==> config.mk <==
export PLATFORM = sky130hd
export DESIGN_NAME = adsr_envelope_tick_generator_flat
export DESIGN_NICKNAME = d
export VERILOG_FILES = /design/src/rtl/adsr_pkg.sv /design/src/rtl/adsr_cmd_if.sv /design/src/rtl/adsr_rsp_if.sv /design/src/rtl/adsr_regs.sv /design/src/rtl/adsr_div.sv /design/src/rtl/adsr_envelope_tick_generator.sv /design/src/flat_wrapper.sv
export SDC_FILE = /design/constraint.sdc
export NUM_CORES = 1
export LEC_CHECK = 0
export BUFFER_PORTS_ARGS = -buffer_cell sky130_fd_sc_hd__buf_2
export CORE_MARGIN = 2
export CORE_UTILIZATION = 40
export CTS_CLUSTER_SIZE = 24
export DETAILED_ROUTE_END_ITERATION = 8
export PLACE_DENSITY_LB_ADDON = 0.08
export SLEW_MARGIN = 20
export SYNTH_ARGS = -nofsm -noshare
export SYNTH_HDL_FRONTEND = slang
export SYNTH_HIERARCHICAL = 1
export SYNTH_SLANG_ARGS = --single-unit
export TNS_END_PERCENT = 5
==> constraint.sdc <==
create_clock -name clk -period 8.95 [get_ports clk]
set_input_delay 0.4475 -clock clk [delete_from_list [all_inputs] [get_ports clk]]
set_output_delay 0.4475 -clock clk [all_outputs]
set_load 0.02 [all_outputs]
==> src/rtl/adsr_pkg.sv <==
// Package for the ADSR envelope tick generator: codes, register map,
// configuration struct and small helper functions. No dependencies.
`default_nettype none

package adsr_pkg;

  // Default fraction bits of the volume fixed-point format
  localparam int VOL_FRAC_BITS_DEF = 8;

  // Field widths
  localparam int CMD_W   = 2;
  localparam int VEL_W   = 7;
  localparam int VOL_W   = 15;
  localparam int PHASE_W = 3;
  localparam int LVLR_W  = 7;
  localparam int RATE_W  = 6;
  localparam int TICKS_W = 8;
  localparam int CNT_W   = 8;

  // APB port
  localparam int APB_DW = 32;
  localparam int APB_AW = 5;

  // Commands
  localparam logic [CMD_W-1:0] CMD_TICK     = 2'd0;
  localparam logic [CMD_W-1:0] CMD_NOTE_ON  = 2'd1;
  localparam logic [CMD_W-1:0] CMD_NOTE_OFF = 2'd2;

  // Envelope phases
  localparam logic [PHASE_W-1:0] PH_ATTACK  = 3'd0;
  localparam logic [PHASE_W-1:0] PH_DECAY   = 3'd1;
  localparam logic [PHASE_W-1:0] PH_SUSTAIN = 3'd2;
  localparam logic [PHASE_W-1:0] PH_RELEASE = 3'd3;
  localparam logic [PHASE_W-1:0] PH_OFF     = 3'd4;

  // Register indexes (byte address = 4 * index)
  localparam logic [2:0] REG_ATTACK_LEVEL  = 3'd0;
  localparam logic [2:0] REG_DECAY_LEVEL   = 3'd1;
  localparam logic [2:0] REG_SUSTAIN_LEVEL = 3'd2;
  localparam logic [2:0] REG_ATTACK_RATE   = 3'd3;
  localparam logic [2:0] REG_DECAY_RATE    = 3'd4;
  localparam logic [2:0] REG_SUSTAIN_TICKS = 3'd5;
  localparam logic [2:0] REG_RELEASE_RATE  = 3'd6;

  // Register reset values
  localparam logic [LVLR_W-1:0]  RST_ATTACK_LEVEL  = 7'd64;
  localparam logic [LVLR_W-1:0]  RST_DECAY_LEVEL   = 7'd48;
  localparam logic [LVLR_W-1:0]  RST_SUSTAIN_LEVEL = 7'd48;
  localparam logic [RATE_W-1:0]  RST_ATTACK_RATE   = 6'd0;
  localparam logic [RATE_W-1:0]  RST_DECAY_RATE    = 6'd0;
  localparam logic [TICKS_W-1:0] RST_SUSTAIN_TICKS = 8'd0;
  localparam logic [RATE_W-1:0]  RST_RELEASE_RATE  = 6'd4;

  // Arithmetic constants
  localparam logic [LVLR_W-1:0] LVL_CAP     = 7'd64;
  localparam logic [VEL_W-1:0]  VEL_DEFAULT = 7'd64;
  localparam logic [CNT_W-1:0]  VEL_DIVISOR = 8'd127;
  localparam logic [VOL_W-1:0]  VOL_MAX     = 15'h7FFF;

  // How the quotient of a division lands in the level
  localparam logic [1:0] LV_QUO = 2'd0;
  localparam logic [1:0] LV_ADD = 2'd1;
  localparam logic [1:0] LV_SUB = 2'd2;

  typedef struct packed {
    logic [LVLR_W-1:0]  attack_level;
    logic [LVLR_W-1:0]  decay_level;
    logic [LVLR_W-1:0]  sustain_level;
    logic [RATE_W-1:0]  attack_rate;
    logic [RATE_W-1:0]  decay_rate;
    logic [TICKS_W-1:0] sustain_ticks;
    logic [RATE_W-1:0]  release_rate;
  } cfg_t;

  typedef struct packed {
    logic busy;
    logic done;
  } div_stat_t;

  // Ramp length in ticks: rate * 4 + 1
  function automatic logic [CNT_W-1:0] ramp_len(input logic [RATE_W-1:0] rate);
    ramp_len = {rate, 2'b00} + 8'd1;
  endfunction

  // Clamp a level register to the top of the range
  function automatic logic [LVLR_W-1:0] lvl_cap(input logic [LVLR_W-1:0] lvl);
    lvl_cap = (lvl > LVL_CAP) ? LVL_CAP : lvl;
  endfunction

endpackage

`default_nettype wire

==> src/rtl/adsr_cmd_if.sv <==
// Command channel: valid/ready handshake carrying cmd and velocity.
// Depends on adsr_pkg for field widths.
`default_nettype none

interface adsr_cmd_if
  import adsr_pkg::*;
();
  logic             valid;
  logic             ready;
  logic [CMD_W-1:0] cmd;
  logic [VEL_W-1:0] velocity;

  modport source (output valid, output cmd, output velocity, input ready);
  modport sink   (input valid, input cmd, input velocity, output ready);
endinterface

`default_nettype wire

==> src/rtl/adsr_rsp_if.sv <==
// Result channel: valid/ready handshake carrying volume, phase and active.
// Depends on adsr_pkg for field widths.
`default_nettype none

interface adsr_rsp_if
  import adsr_pkg::*;
();
  logic               valid;
  logic               ready;
  logic [VOL_W-1:0]   volume;
  logic [PHASE_W-1:0] env_phase;
  logic               active;

  modport source (output valid, output volume, output env_phase, output active,
                  input ready);
  modport sink   (input valid, input volume, input env_phase, input active,
                  output ready);
endinterface

`default_nettype wire

==> src/rtl/adsr_regs.sv <==
// APB configuration registers of the envelope generator.
// Depends on adsr_pkg for the register map and cfg_t.
`default_nettype none

module adsr_regs
  import adsr_pkg::*;
(
  input  wire logic              clk,
  input  wire logic              rst,
  input  wire logic              psel,
  input  wire logic              penable,
  input  wire logic              pwrite,
  input  wire logic [APB_AW-1:0] paddr,
  input  wire logic [APB_DW-1:0] pwdata,
  output logic      [APB_DW-1:0] prdata,
  output logic                   pready,
  output cfg_t                   cfg
);

  logic [2:0] idx;
  logic       wr;

  assign idx    = paddr[4:2];
  assign wr     = psel && penable && pwrite;
  assign pready = 1'b1;

  // Write a register on the access beat
  always_ff @(posedge clk) begin
    if (rst) begin
      cfg.attack_level  <= RST_ATTACK_LEVEL;
      cfg.decay_level   <= RST_DECAY_LEVEL;
      cfg.sustain_level <= RST_SUSTAIN_LEVEL;
      cfg.attack_rate   <= RST_ATTACK_RATE;
      cfg.decay_rate    <= RST_DECAY_RATE;
      cfg.sustain_ticks <= RST_SUSTAIN_TICKS;
      cfg.release_rate  <= RST_RELEASE_RATE;
    end else if (wr) begin
      case (idx)
        REG_ATTACK_LEVEL:  cfg.attack_level  <= pwdata[LVLR_W-1:0];
        REG_DECAY_LEVEL:   cfg.decay_level   <= pwdata[LVLR_W-1:0];
        REG_SUSTAIN_LEVEL: cfg.sustain_level <= pwdata[LVLR_W-1:0];
        REG_ATTACK_RATE:   cfg.attack_rate   <= pwdata[RATE_W-1:0];
        REG_DECAY_RATE:    cfg.decay_rate    <= pwdata[RATE_W-1:0];
        REG_SUSTAIN_TICKS: cfg.sustain_ticks <= pwdata[TICKS_W-1:0];
        REG_RELEASE_RATE:  cfg.release_rate  <= pwdata[RATE_W-1:0];
        default: ;
      endcase
    end
  end

  // Read back the addressed register
  always_comb begin
    prdata = '0;
    case (idx)
      REG_ATTACK_LEVEL:  prdata = APB_DW'(cfg.attack_level);
      REG_DECAY_LEVEL:   prdata = APB_DW'(cfg.decay_level);
      REG_SUSTAIN_LEVEL: prdata = APB_DW'(cfg.sustain_level);
      REG_ATTACK_RATE:   prdata = APB_DW'(cfg.attack_rate);
      REG_DECAY_RATE:    prdata = APB_DW'(cfg.decay_rate);
      REG_SUSTAIN_TICKS: prdata = APB_DW'(cfg.sustain_ticks);
      REG_RELEASE_RATE:  prdata = APB_DW'(cfg.release_rate);
      default:           prdata = '0;
    endcase
  end

endmodule

`default_nettype wire

==> src/rtl/adsr_div.sv <==
// Shared restoring divider: one quotient bit per cycle, 8-bit divisor.
// Depends on adsr_pkg for CNT_W and div_stat_t.
`default_nettype none

module adsr_div
  import adsr_pkg::*;
#(
  parameter int NUM_W = 2 * VOL_FRAC_BITS_DEF + 15
)(
  input  wire logic             clk,
  input  wire logic             rst,
  input  wire logic             start,
  input  wire logic [NUM_W-1:0] num,
  input  wire logic [CNT_W-1:0] den,
  output logic      [NUM_W-1:0] quo,
  output div_stat_t             stat
);

  localparam int ITER_W = $clog2(NUM_W + 1);

  logic [CNT_W-1:0]  rem;
  logic [CNT_W-1:0]  den_r;
  logic [ITER_W-1:0] iter;
  logic [CNT_W:0]    rem_sh;
  logic [CNT_W:0]    diff;
  logic              ge;

  // One restoring step
  assign rem_sh = {rem, quo[NUM_W-1]};
  assign diff   = rem_sh - {1'b0, den_r};
  assign ge     = rem_sh >= {1'b0, den_r};

  // Sequence control
  always_ff @(posedge clk) begin
    if (rst) begin
      stat <= '0;
      iter <= '0;
    end else begin
      stat.done <= 1'b0;
      if (start) begin
        stat.busy <= 1'b1;
        iter      <= ITER_W'(NUM_W);
      end else if (stat.busy) begin
        iter <= iter - 1'b1;
        if (iter == ITER_W'(1)) begin
          stat.busy <= 1'b0;
          stat.done <= 1'b1;
        end
      end
    end
  end

  // Shift numerator bits in, quotient bits out
  always_ff @(posedge clk) begin
    if (start) begin
      quo   <= num;
      rem   <= '0;
      den_r <= den;
    end else if (stat.busy) begin
      rem <= ge ? diff[CNT_W-1:0] : rem_sh[CNT_W-1:0];
      quo <= {quo[NUM_W-2:0], ge};
    end
  end

endmodule

`default_nettype wire

==> src/rtl/adsr_envelope_tick_generator.sv <==
// ADSR envelope tick generator: one result beat per command beat.
// Each command goes through evaluate, then the divider when a ramp step or
// note-on level needs a division, then publish; a new command is accepted
// only when idle, after the last one is published. A result beat not yet
// taken holds the next command in the publish step.
// Reset (synchronous, rst high) restores register defaults, phase off, silent.
`default_nettype none

module adsr_envelope_tick_generator
  import adsr_pkg::*;
#(
  parameter int VOL_FRAC_BITS = VOL_FRAC_BITS_DEF
)(
  input  wire logic              clk,
  input  wire logic              rst,
  input  wire logic              psel,
  input  wire logic              penable,
  input  wire logic              pwrite,
  input  wire logic [APB_AW-1:0] paddr,
  input  wire logic [APB_DW-1:0] pwdata,
  output logic      [APB_DW-1:0] prdata,
  output logic                   pready,
  adsr_cmd_if.sink               req,
  adsr_rsp_if.source             rsp
);

  localparam int LVL_W = VOL_FRAC_BITS + LVLR_W;
  localparam int NUM_W = LVL_W + CNT_W;
  localparam int CMP_W = (LVL_W > VOL_W) ? LVL_W : VOL_W;
  localparam logic [LVL_W-1:0] LVL_FULL = LVL_W'(LVL_CAP) << VOL_FRAC_BITS;

  localparam logic [1:0] ST_IDLE = 2'd0;
  localparam logic [1:0] ST_EVAL = 2'd1;
  localparam logic [1:0] ST_DIV  = 2'd2;
  localparam logic [1:0] ST_PUB  = 2'd3;

  cfg_t              cfg;
  logic [1:0]        state;
  logic [PHASE_W-1:0] phase;
  logic [CNT_W-1:0]  ramp_cnt;
  logic [CNT_W-1:0]  hold_cnt;
  logic [LVL_W-1:0]  level;
  logic              sounding;
  logic [1:0]        lv_op;
  logic [CMD_W-1:0]  cmd_r;
  logic [VEL_W-1:0]  vel_r;

  logic [PHASE_W-1:0] phase_next;
  logic [CNT_W-1:0]  ramp_cnt_next;
  logic [CNT_W-1:0]  hold_cnt_next;
  logic [LVL_W-1:0]  level_next;
  logic              sounding_next;
  logic [1:0]        lv_op_next;
  logic              go_div;
  logic [LVL_W-1:0]  mul_a;
  logic [CNT_W-1:0]  mul_b;
  logic [CNT_W-1:0]  div_den;

  logic [LVL_W-1:0]  a_s, d_s, s_s;
  logic [CNT_W-1:0]  ramp1, hold1;
  logic [CNT_W-1:0]  len_a, len_d, len_r;
  logic [VEL_W-1:0]  vel_eff;
  logic [NUM_W-1:0]  product;
  logic [NUM_W-1:0]  quo;
  logic [LVL_W-1:0]  q_lvl;
  logic [LVL_W-1:0]  lvl_div;
  logic [CMP_W-1:0]  lvl_ext;
  logic              out_load;
  div_stat_t         div_stat;

  adsr_regs u_regs (
    .clk     (clk),
    .rst     (rst),
    .psel    (psel),
    .penable (penable),
    .pwrite  (pwrite),
    .paddr   (paddr),
    .pwdata  (pwdata),
    .prdata  (prdata),
    .pready  (pready),
    .cfg     (cfg)
  );

  // Scaled targets and ramp lengths
  assign a_s     = LVL_W'(lvl_cap(cfg.attack_level)) << VOL_FRAC_BITS;
  assign d_s     = LVL_W'(lvl_cap(cfg.decay_level)) << VOL_FRAC_BITS;
  assign s_s     = LVL_W'(lvl_cap(cfg.sustain_level)) << VOL_FRAC_BITS;
  assign len_a   = ramp_len(cfg.attack_rate);
  assign len_d   = ramp_len(cfg.decay_rate);
  assign len_r   = ramp_len(cfg.release_rate);
  assign ramp1   = ramp_cnt + 1'b1;
  assign hold1   = hold_cnt + 1'b1;
  assign vel_eff = (vel_r == '0) ? VEL_DEFAULT : vel_r;

  // Decide the next envelope state for the held command
  always_comb begin
    phase_next    = phase;
    ramp_cnt_next = ramp_cnt;
    hold_cnt_next = hold_cnt;
    level_next    = level;
    sounding_next = sounding;
    lv_op_next    = LV_QUO;
    go_div        = 1'b0;
    mul_a         = '0;
    mul_b         = '0;
    div_den       = VEL_DIVISOR;
    case (cmd_r)
      CMD_TICK: begin
        if (sounding) begin
          case (phase)
            PH_ATTACK: begin
              if (cfg.attack_rate == '0 || ramp1 >= len_a || a_s == '0) begin
                level_next    = a_s;
                phase_next    = PH_DECAY;
                ramp_cnt_next = '0;
              end else begin
                ramp_cnt_next = ramp1;
                mul_a         = a_s;
                mul_b         = ramp1;
                div_den       = len_a;
                go_div        = 1'b1;
              end
            end
            PH_DECAY: begin
              if (cfg.decay_rate == '0 || ramp1 >= len_d) begin
                level_next    = d_s;
                phase_next    = PH_SUSTAIN;
                hold_cnt_next = '0;
                ramp_cnt_next = '0;
              end else begin
                ramp_cnt_next = ramp1;
                mul_b         = ramp1;
                div_den       = len_d;
                go_div        = 1'b1;
                if (d_s >= a_s) begin
                  mul_a      = d_s - a_s;
                  lv_op_next = LV_ADD;
                end else begin
                  mul_a      = a_s - d_s;
                  lv_op_next = LV_SUB;
                end
              end
            end
            PH_SUSTAIN: begin
              level_next = s_s;
              if (cfg.sustain_ticks != '0) begin
                hold_cnt_next = hold1;
                if (hold1 >= cfg.sustain_ticks) begin
                  phase_next    = PH_RELEASE;
                  ramp_cnt_next = '0;
                end
              end
            end
            PH_RELEASE: begin
              if (cfg.release_rate == '0 || ramp1 >= len_r || s_s == '0) begin
                level_next    = '0;
                phase_next    = PH_OFF;
                sounding_next = 1'b0;
              end else begin
                ramp_cnt_next = ramp1;
                mul_a         = s_s;
                mul_b         = len_r - ramp1;
                div_den       = len_r;
                go_div        = 1'b1;
              end
            end
            default: ;
          endcase
        end
      end
      CMD_NOTE_ON: begin
        sounding_next = 1'b1;
        phase_next    = PH_ATTACK;
        ramp_cnt_next = '0;
        hold_cnt_next = '0;
        if (cfg.attack_rate == '0) begin
          mul_a   = a_s;
          mul_b   = CNT_W'(vel_eff);
          div_den = VEL_DIVISOR;
          go_div  = 1'b1;
        end else begin
          level_next = '0;
        end
      end
      CMD_NOTE_OFF: begin
        if (sounding && phase != PH_OFF && phase != PH_RELEASE) begin
          phase_next    = PH_RELEASE;
          ramp_cnt_next = '0;
        end
      end
      default: ;
    endcase
  end

  // One multiply feeds the divider's numerator register
  assign product = NUM_W'(mul_a) * NUM_W'(mul_b);

  adsr_div #(.NUM_W(NUM_W)) u_div (
    .clk   (clk),
    .rst   (rst),
    .start (state == ST_EVAL && go_div),
    .num   (product),
    .den   (div_den),
    .quo   (quo),
    .stat  (div_stat)
  );

  // Fold the quotient into the level
  assign q_lvl = quo[LVL_W-1:0];
  always_comb begin
    case (lv_op)
      LV_ADD:  lvl_div = a_s + q_lvl;
      LV_SUB:  lvl_div = a_s - q_lvl;
      default: lvl_div = q_lvl;
    endcase
  end

  assign out_load = (state == ST_PUB) && (!rsp.valid || rsp.ready);
  assign req.ready = (state == ST_IDLE);

  // Sequencer and envelope state
  always_ff @(posedge clk) begin
    if (rst) begin
      state     <= ST_IDLE;
      phase     <= PH_OFF;
      ramp_cnt  <= '0;
      hold_cnt  <= '0;
      level     <= '0;
      sounding  <= 1'b0;
      lv_op     <= LV_QUO;
      rsp.valid <= 1'b0;
    end else begin
      if (out_load) begin
        rsp.valid <= 1'b1;
      end else if (rsp.ready) begin
        rsp.valid <= 1'b0;
      end
      case (state)
        ST_IDLE: begin
          if (req.valid) begin
            state <= ST_EVAL;
          end
        end
        ST_EVAL: begin
          phase    <= phase_next;
          ramp_cnt <= ramp_cnt_next;
          hold_cnt <= hold_cnt_next;
          level    <= level_next;
          sounding <= sounding_next;
          lv_op    <= lv_op_next;
          state    <= go_div ? ST_DIV : ST_PUB;
        end
        ST_DIV: begin
          if (div_stat.done) begin
            level <= lvl_div;
            state <= ST_PUB;
          end
        end
        ST_PUB: begin
          if (out_load) begin
            state <= ST_IDLE;
          end
        end
        default: state <= ST_IDLE;
      endcase
    end
  end

  // Hold the accepted command beat
  always_ff @(posedge clk) begin
    if (req.valid && req.ready) begin
      cmd_r <= req.cmd;
      vel_r <= req.velocity;
    end
  end

  // Drive the result beat, saturating the volume to 15 bits
  assign lvl_ext = CMP_W'(level);
  always_ff @(posedge clk) begin
    if (out_load) begin
      rsp.volume    <= (lvl_ext > CMP_W'(VOL_MAX)) ? VOL_MAX : lvl_ext[VOL_W-1:0];
      rsp.env_phase <= phase;
      rsp.active    <= sounding;
    end
  end

`ifndef ASSERT_OFF
  // A silent envelope always sits in the off phase
  a_silent_off: assert property (@(posedge clk) disable iff (rst)
    !sounding |-> phase == PH_OFF)
    else $error("envelope silent outside the off phase");

  // The level never exceeds full scale
  a_level_range: assert property (@(posedge clk) disable iff (rst)
    level <= LVL_FULL)
    else $error("envelope level above full scale");

  // While waiting on the divider, it is running or just finished
  a_div_live: assert property (@(posedge clk) disable iff (rst)
    state == ST_DIV |-> div_stat.busy || div_stat.done)
    else $error("sequencer waits on an idle divider");

  // A new result beat appears only from the publish step
  a_pub_only: assert property (@(posedge clk) disable iff (rst)
    $rose(rsp.valid) |-> $past(state) == ST_PUB)
    else $error("result beat raised outside publish");
`endif

endmodule

`default_nettype wire
==> src/flat_wrapper.sv <==
// flat-port wrapper written by rule: the top's interface ports become plain ports
module adsr_envelope_tick_generator_flat import adsr_pkg::*;
#(
  parameter int VOL_FRAC_BITS = VOL_FRAC_BITS_DEF
)
  (clk, rst, psel, penable, pwrite, paddr, pwdata, prdata, pready, req_valid, req_cmd, req_velocity, req_ready, rsp_valid, rsp_volume, rsp_env_phase, rsp_active, rsp_ready);
  adsr_cmd_if req_i ();
  adsr_rsp_if rsp_i ();
  input  wire logic clk;
  input  wire logic rst;
  input  wire logic psel;
  input  wire logic penable;
  input  wire logic pwrite;
  input  wire logic [APB_AW-1:0] paddr;
  input  wire logic [APB_DW-1:0] pwdata;
  output logic      [APB_DW-1:0] prdata;
  output logic pready;
  input wire logic [$bits(req_i.valid)-1:0] req_valid;
  input wire logic [$bits(req_i.cmd)-1:0] req_cmd;
  input wire logic [$bits(req_i.velocity)-1:0] req_velocity;
  output wire logic [$bits(req_i.ready)-1:0] req_ready;
  output wire logic [$bits(rsp_i.valid)-1:0] rsp_valid;
  output wire logic [$bits(rsp_i.volume)-1:0] rsp_volume;
  output wire logic [$bits(rsp_i.env_phase)-1:0] rsp_env_phase;
  output wire logic [$bits(rsp_i.active)-1:0] rsp_active;
  input wire logic [$bits(rsp_i.ready)-1:0] rsp_ready;
  assign req_i.valid = req_valid;
  assign req_i.cmd = req_cmd;
  assign req_i.velocity = req_velocity;
  assign req_ready = req_i.ready;
  assign rsp_valid = rsp_i.valid;
  assign rsp_volume = rsp_i.volume;
  assign rsp_env_phase = rsp_i.env_phase;
  assign rsp_active = rsp_i.active;
  assign rsp_i.ready = rsp_ready;
  adsr_envelope_tick_generator #(.VOL_FRAC_BITS(VOL_FRAC_BITS)) u_core (.clk(clk), .rst(rst), .psel(psel), .penable(penable), .pwrite(pwrite), .paddr(paddr), .pwdata(pwdata), .prdata(prdata), .pready(pready), .req(req_i), .rsp(rsp_i));
endmodule
==> results.txt <==
----------------------------------------------------
[Run status]
  Run status ... finished, final reports clean

[Cells and area]
  Share of layout cells above drive strength 1 ... 0.117
  Area added between synthesis and finish ... 8.71%
  Fin cells ... 1893
  Layout net count ... 1677
  Final instance area ... 13900 um^2
  # diodes ... 0

[Global route]
  Number of antenna violations at the first check in global routing ... 0
  First-pass GRT wire length ... 55.6 mm
  Via count of the first global-routing pass ... 9986
  Global Route met3 Usage ... 0.0292
  Maximum number of pins on one net before global-route repair ... 91
  GR met2 Demand/Resource ... 0.343
  GR met1 Demand/Resource ... 0.292
  GRT Total Usage ... 0.214
  Global-route layer with the greatest usage ... met2
  Global route overflow ... 0

[Placement]
  Total cell area at the placement stage ... 13300 um^2
  Total half-perimeter wirelength after legalization and detailed placement ... around 27 mm
  Number of buffers inserted by port buffering ... 55
  # placed instances ... around 1900
  Final weighted congestion of routability-driven global placement ... 0.943
  Worst slack at placement ... 893 ps

[Clock network]
  Clock latency of the later-clocked register in the worst-skew pair ... 450 ps
  Number of hold-repair buffers added at the cts stage ... 0
  PostCTS Resize Cnt ... 0
  CTS sink count ... 161
  Root cell of the clock tree ... clkbuf_16
  Maximum buffer depth of the clock tree ... 2
  CTS HTree Levels ... 4
  Post-CTS setup buffer count ... 0
  CTS tree ... yes
  TritonCTS buffer count ... 17
  Clock slew at the register clock pins of the worst setup and hold paths ... 70 ps

[Critical path]
  Endpoint of the worst register-to-register path ... u_core/u_div/quo[22]
  CP Max Fanout ... 10
  Master of the slowest instance on the critical path ... nor3b_2
  Worst setup SP type ... flip-flop
  Data arrival time at the worst-slack endpoint ... approximately 8000 ps
  CP max stage delay ... 550 ps
  Kind of capture point of the worst setup path ... flip-flop
  Critical path required time ... about 9000 ps
  Worst R2R Start ... u_core/ramp_cnt[0]
  R2R cell count ... 29
  Critical path type ... flip-flop to flip-flop
  Register-to-register path setup slack ... about 930 ps

[Die]
  Core area ... 31600 um^2
  Number of I/O pins ... between 100 and 150
  DIE WIDTH ... 183 um
  Placement row count ... 65
  Initial core utilization ... 0.407
  Die area ... 33500 um^2
  Chip height ... 183 um

[Worst hold path]
  Number of stages on the worst hold path ... 1
  Start point of the worst min-delay path ... req_velocity[0]
  Hold endpoint ... u_core/vel_r[0]
  Class of the tightest hold or removal check ... input pin to flip-flop

[Power]
  Worst ir drop on vdd ... 0.138 mV
  P_leak ... 6.00 nW
  Pwr per Cell Area ... 168 nW/um^2

[Routing]
  Post-detailed-route count of antenna-violating nets ... 0
  DRC violations left ... 0
  Via Count ... 10400
  Iter 0 DRT Violations ... approximately 730
  First-pass iteration count of the detailed router ... 5
  WL/cell ... roughly 18 um
  Routed via count divided by cell count ... 5.47
  Final Routed Wirelength ... 34.7 mm

[Synthesis]
  Flip-flop and latch count after synthesis ... 161
  Synth warnings ... 6
  Share of the yosys chip area belonging to registers ... 0.297
  Syn Inst Count ... around 1500
  Combined area of all synthesized cells ... about 13000 um^2
  Primary FF master, synth ... dfxtp_1
  Syn avg cell area ... between 8 and 9 um^2
  Fraction of registers with async set or reset after synthesis ... 0
  Count of flip-flops with a built-in enable after synthesis ... 59
  Number of distinct standard cells referenced by the synthesized netlist ... 98

[Timing]
  Worst slew margin ... 0.275
  Clock period minus final worst setup slack ... roughly 8000 ps
  Final Max Slew Viols ... 0
  Pin slew with the least headroom to its limit ... 1060 ps
  Highest clock frequency the design can meet ... 125 MHz
  Total negative slack ... 0 ps
  Final worst slack ... 935 ps
  Final setup violation count ... 0
  RSZ-0062 raised after global routing ... false
  Number of failing hold endpoints at the final stage ... 0
  Max Clock Skew ... 9.92 ps
  Fraction of the cycle the final worst path needs ... 0.896

[Run]
  Number of maximum-capacitance constraint violations ... 0

----------------------------------------------------
-- cell usage after synthesis, types with 20 or more instances --
cell type / instances / share of area
edfxtp_1: 59 / 0.14
mux2_2: 24 / 0.021
nor2_1: 146 / 0.043
a22oi_1: 20 / 0.012
nor3_1: 34 / 0.013
xnor2_1: 26 / 0.018
nand2_1: 73 / 0.021
inv_1: 130 / 0.038
o21ai_0: 48 / 0.019
nand3_1: 36 / 0.014
buf_4: 27 / 0.016
a21oi_1: 83 / 0.032
nor2b_1: 28 / 0.014
nand2b_1: 64 / 0.031
clkbuf_1: 40 / 0.012
fa_1: 35 / 0.055
dfxtp_1: 102 / 0.16
mux2i_1: 69 / 0.054
ha_1: 111 / 0.11
-- cells in the final DEF, fill, tap and decap left out, drive strengths merged, types with 8 or more instances in the layout --
cell type / count
nand3: 37
nor4: 10
mux2: 25
fa: 35
nand3b: 10
xor2: 16
dfxtp: 102
buf: 69
nand2b: 64
o31ai: 8
o211ai: 9
conb: 34
nand2: 76
or2: 18
inv: 138
a21oi: 86
o21ai: 56
xnor2: 26
ha: 111
nor2b: 28
and3: 8
clkbuf: 19
nor2: 147
a21o: 12
a211oi: 10
a31oi: 16
a22oi: 20
nor3: 34
edfxtp: 59
mux2i: 69
-- critical path: cells and delay by family, from the launching register on --
family / cells / cell delay (ps)
AND/OR/NAND/NOR: 8 / 1820
XOR/XNOR: 2 / 390
flip-flops: 1 / 520
multiplexers: 1 / 260
adder cells (fa/ha/maj): 8 / 3280
buffers and inverters: 4 / 290
AO/OA/AOI/OAI: 6 / 1200
-- worst max-delay path by stage --
stage,start,to,slack (ps),cells after the start
3_3_place_gp,u_core/ramp_cnt[0],u_core/u_div/quo[22],920,29
6_report,u_core/ramp_cnt[0],u_core/u_div/quo[22],930,29
2_1_floorplan,u_core/u_regs/cfg[46],u_core/u_div/quo[22],1660,28
4_1_cts,u_core/ramp_cnt[0],u_core/u_div/quo[22],870,29
3_5_place_dp,u_core/ramp_cnt[0],u_core/u_div/quo[22],890,29
5_1_grt,u_core/ramp_cnt[0],u_core/u_div/quo[22],380,29
-- sequential cells by signal (all words and copies together) (netlist names), 7 cells and up --
register            flops
u_core/rsp.volume      15
u_core/vel_r            7
u_core/level           15
u_core/u_regs/cfg      47
u_core/hold_cnt         8
u_core/u_div/rem        8
u_core/ramp_cnt         8
u_core/u_div/quo       23
u_core/u_div/den_r      8
-- per-stage QoR --
step / power [mW] / util / hold WS (ps)
2_1_floorplan: 1.44 / - / 403
3_3_place_gp: 1.59 / 0.423 / 414
3_5_place_dp: 1.60 / 0.423 / 415
4_1_cts: 2.38 / 0.442 / 145
5_1_grt: 2.49 / 0.442 / 158
6_report: 2.35 / 0.442 / 172
-- power breakdown --
part / total (mW) / internal [mW] / switching (mW)
clock network: 0.771 / 0.437 / 0.333
registers: 0.954 / 0.867 / 0.0869
logic: 0.621 / 0.226 / 0.395
total: 2.35 / 1.53 / 0.816
-- metal layers --
metal,part of all wire,wire [um]
met1,0.48,16700
met2,0.45,15700
met4,0.030,1050
met3,0.036,1240
met5,0,0
-- logic make-up after synthesis --
group / count (synthesis) / synth area share
fa+ha+maj: 146 / 0.163
mux: 94 / 0.0761
simple gates: 485 / 0.198
compound gates: 298 / 0.158
xor+xnor: 42 / 0.0287
buf+inv: 222 / 0.0775
flops: 161 / 0.297
other cells: 4 / 0.00117
-- area by class of cell --
class | instances | area (um^2)
multi-input cells | 1099 | 8150
fillers | 3144 | 17600
flip-flops and latches | 161 | 3810
well taps | 402 | 503
clock buffers | 19 | 454
inverters | 130 | 488
clock inverters | 13 | 160
repair buffers | 69 | 380
No activity file was read; power rests on OpenSTA's default activity.
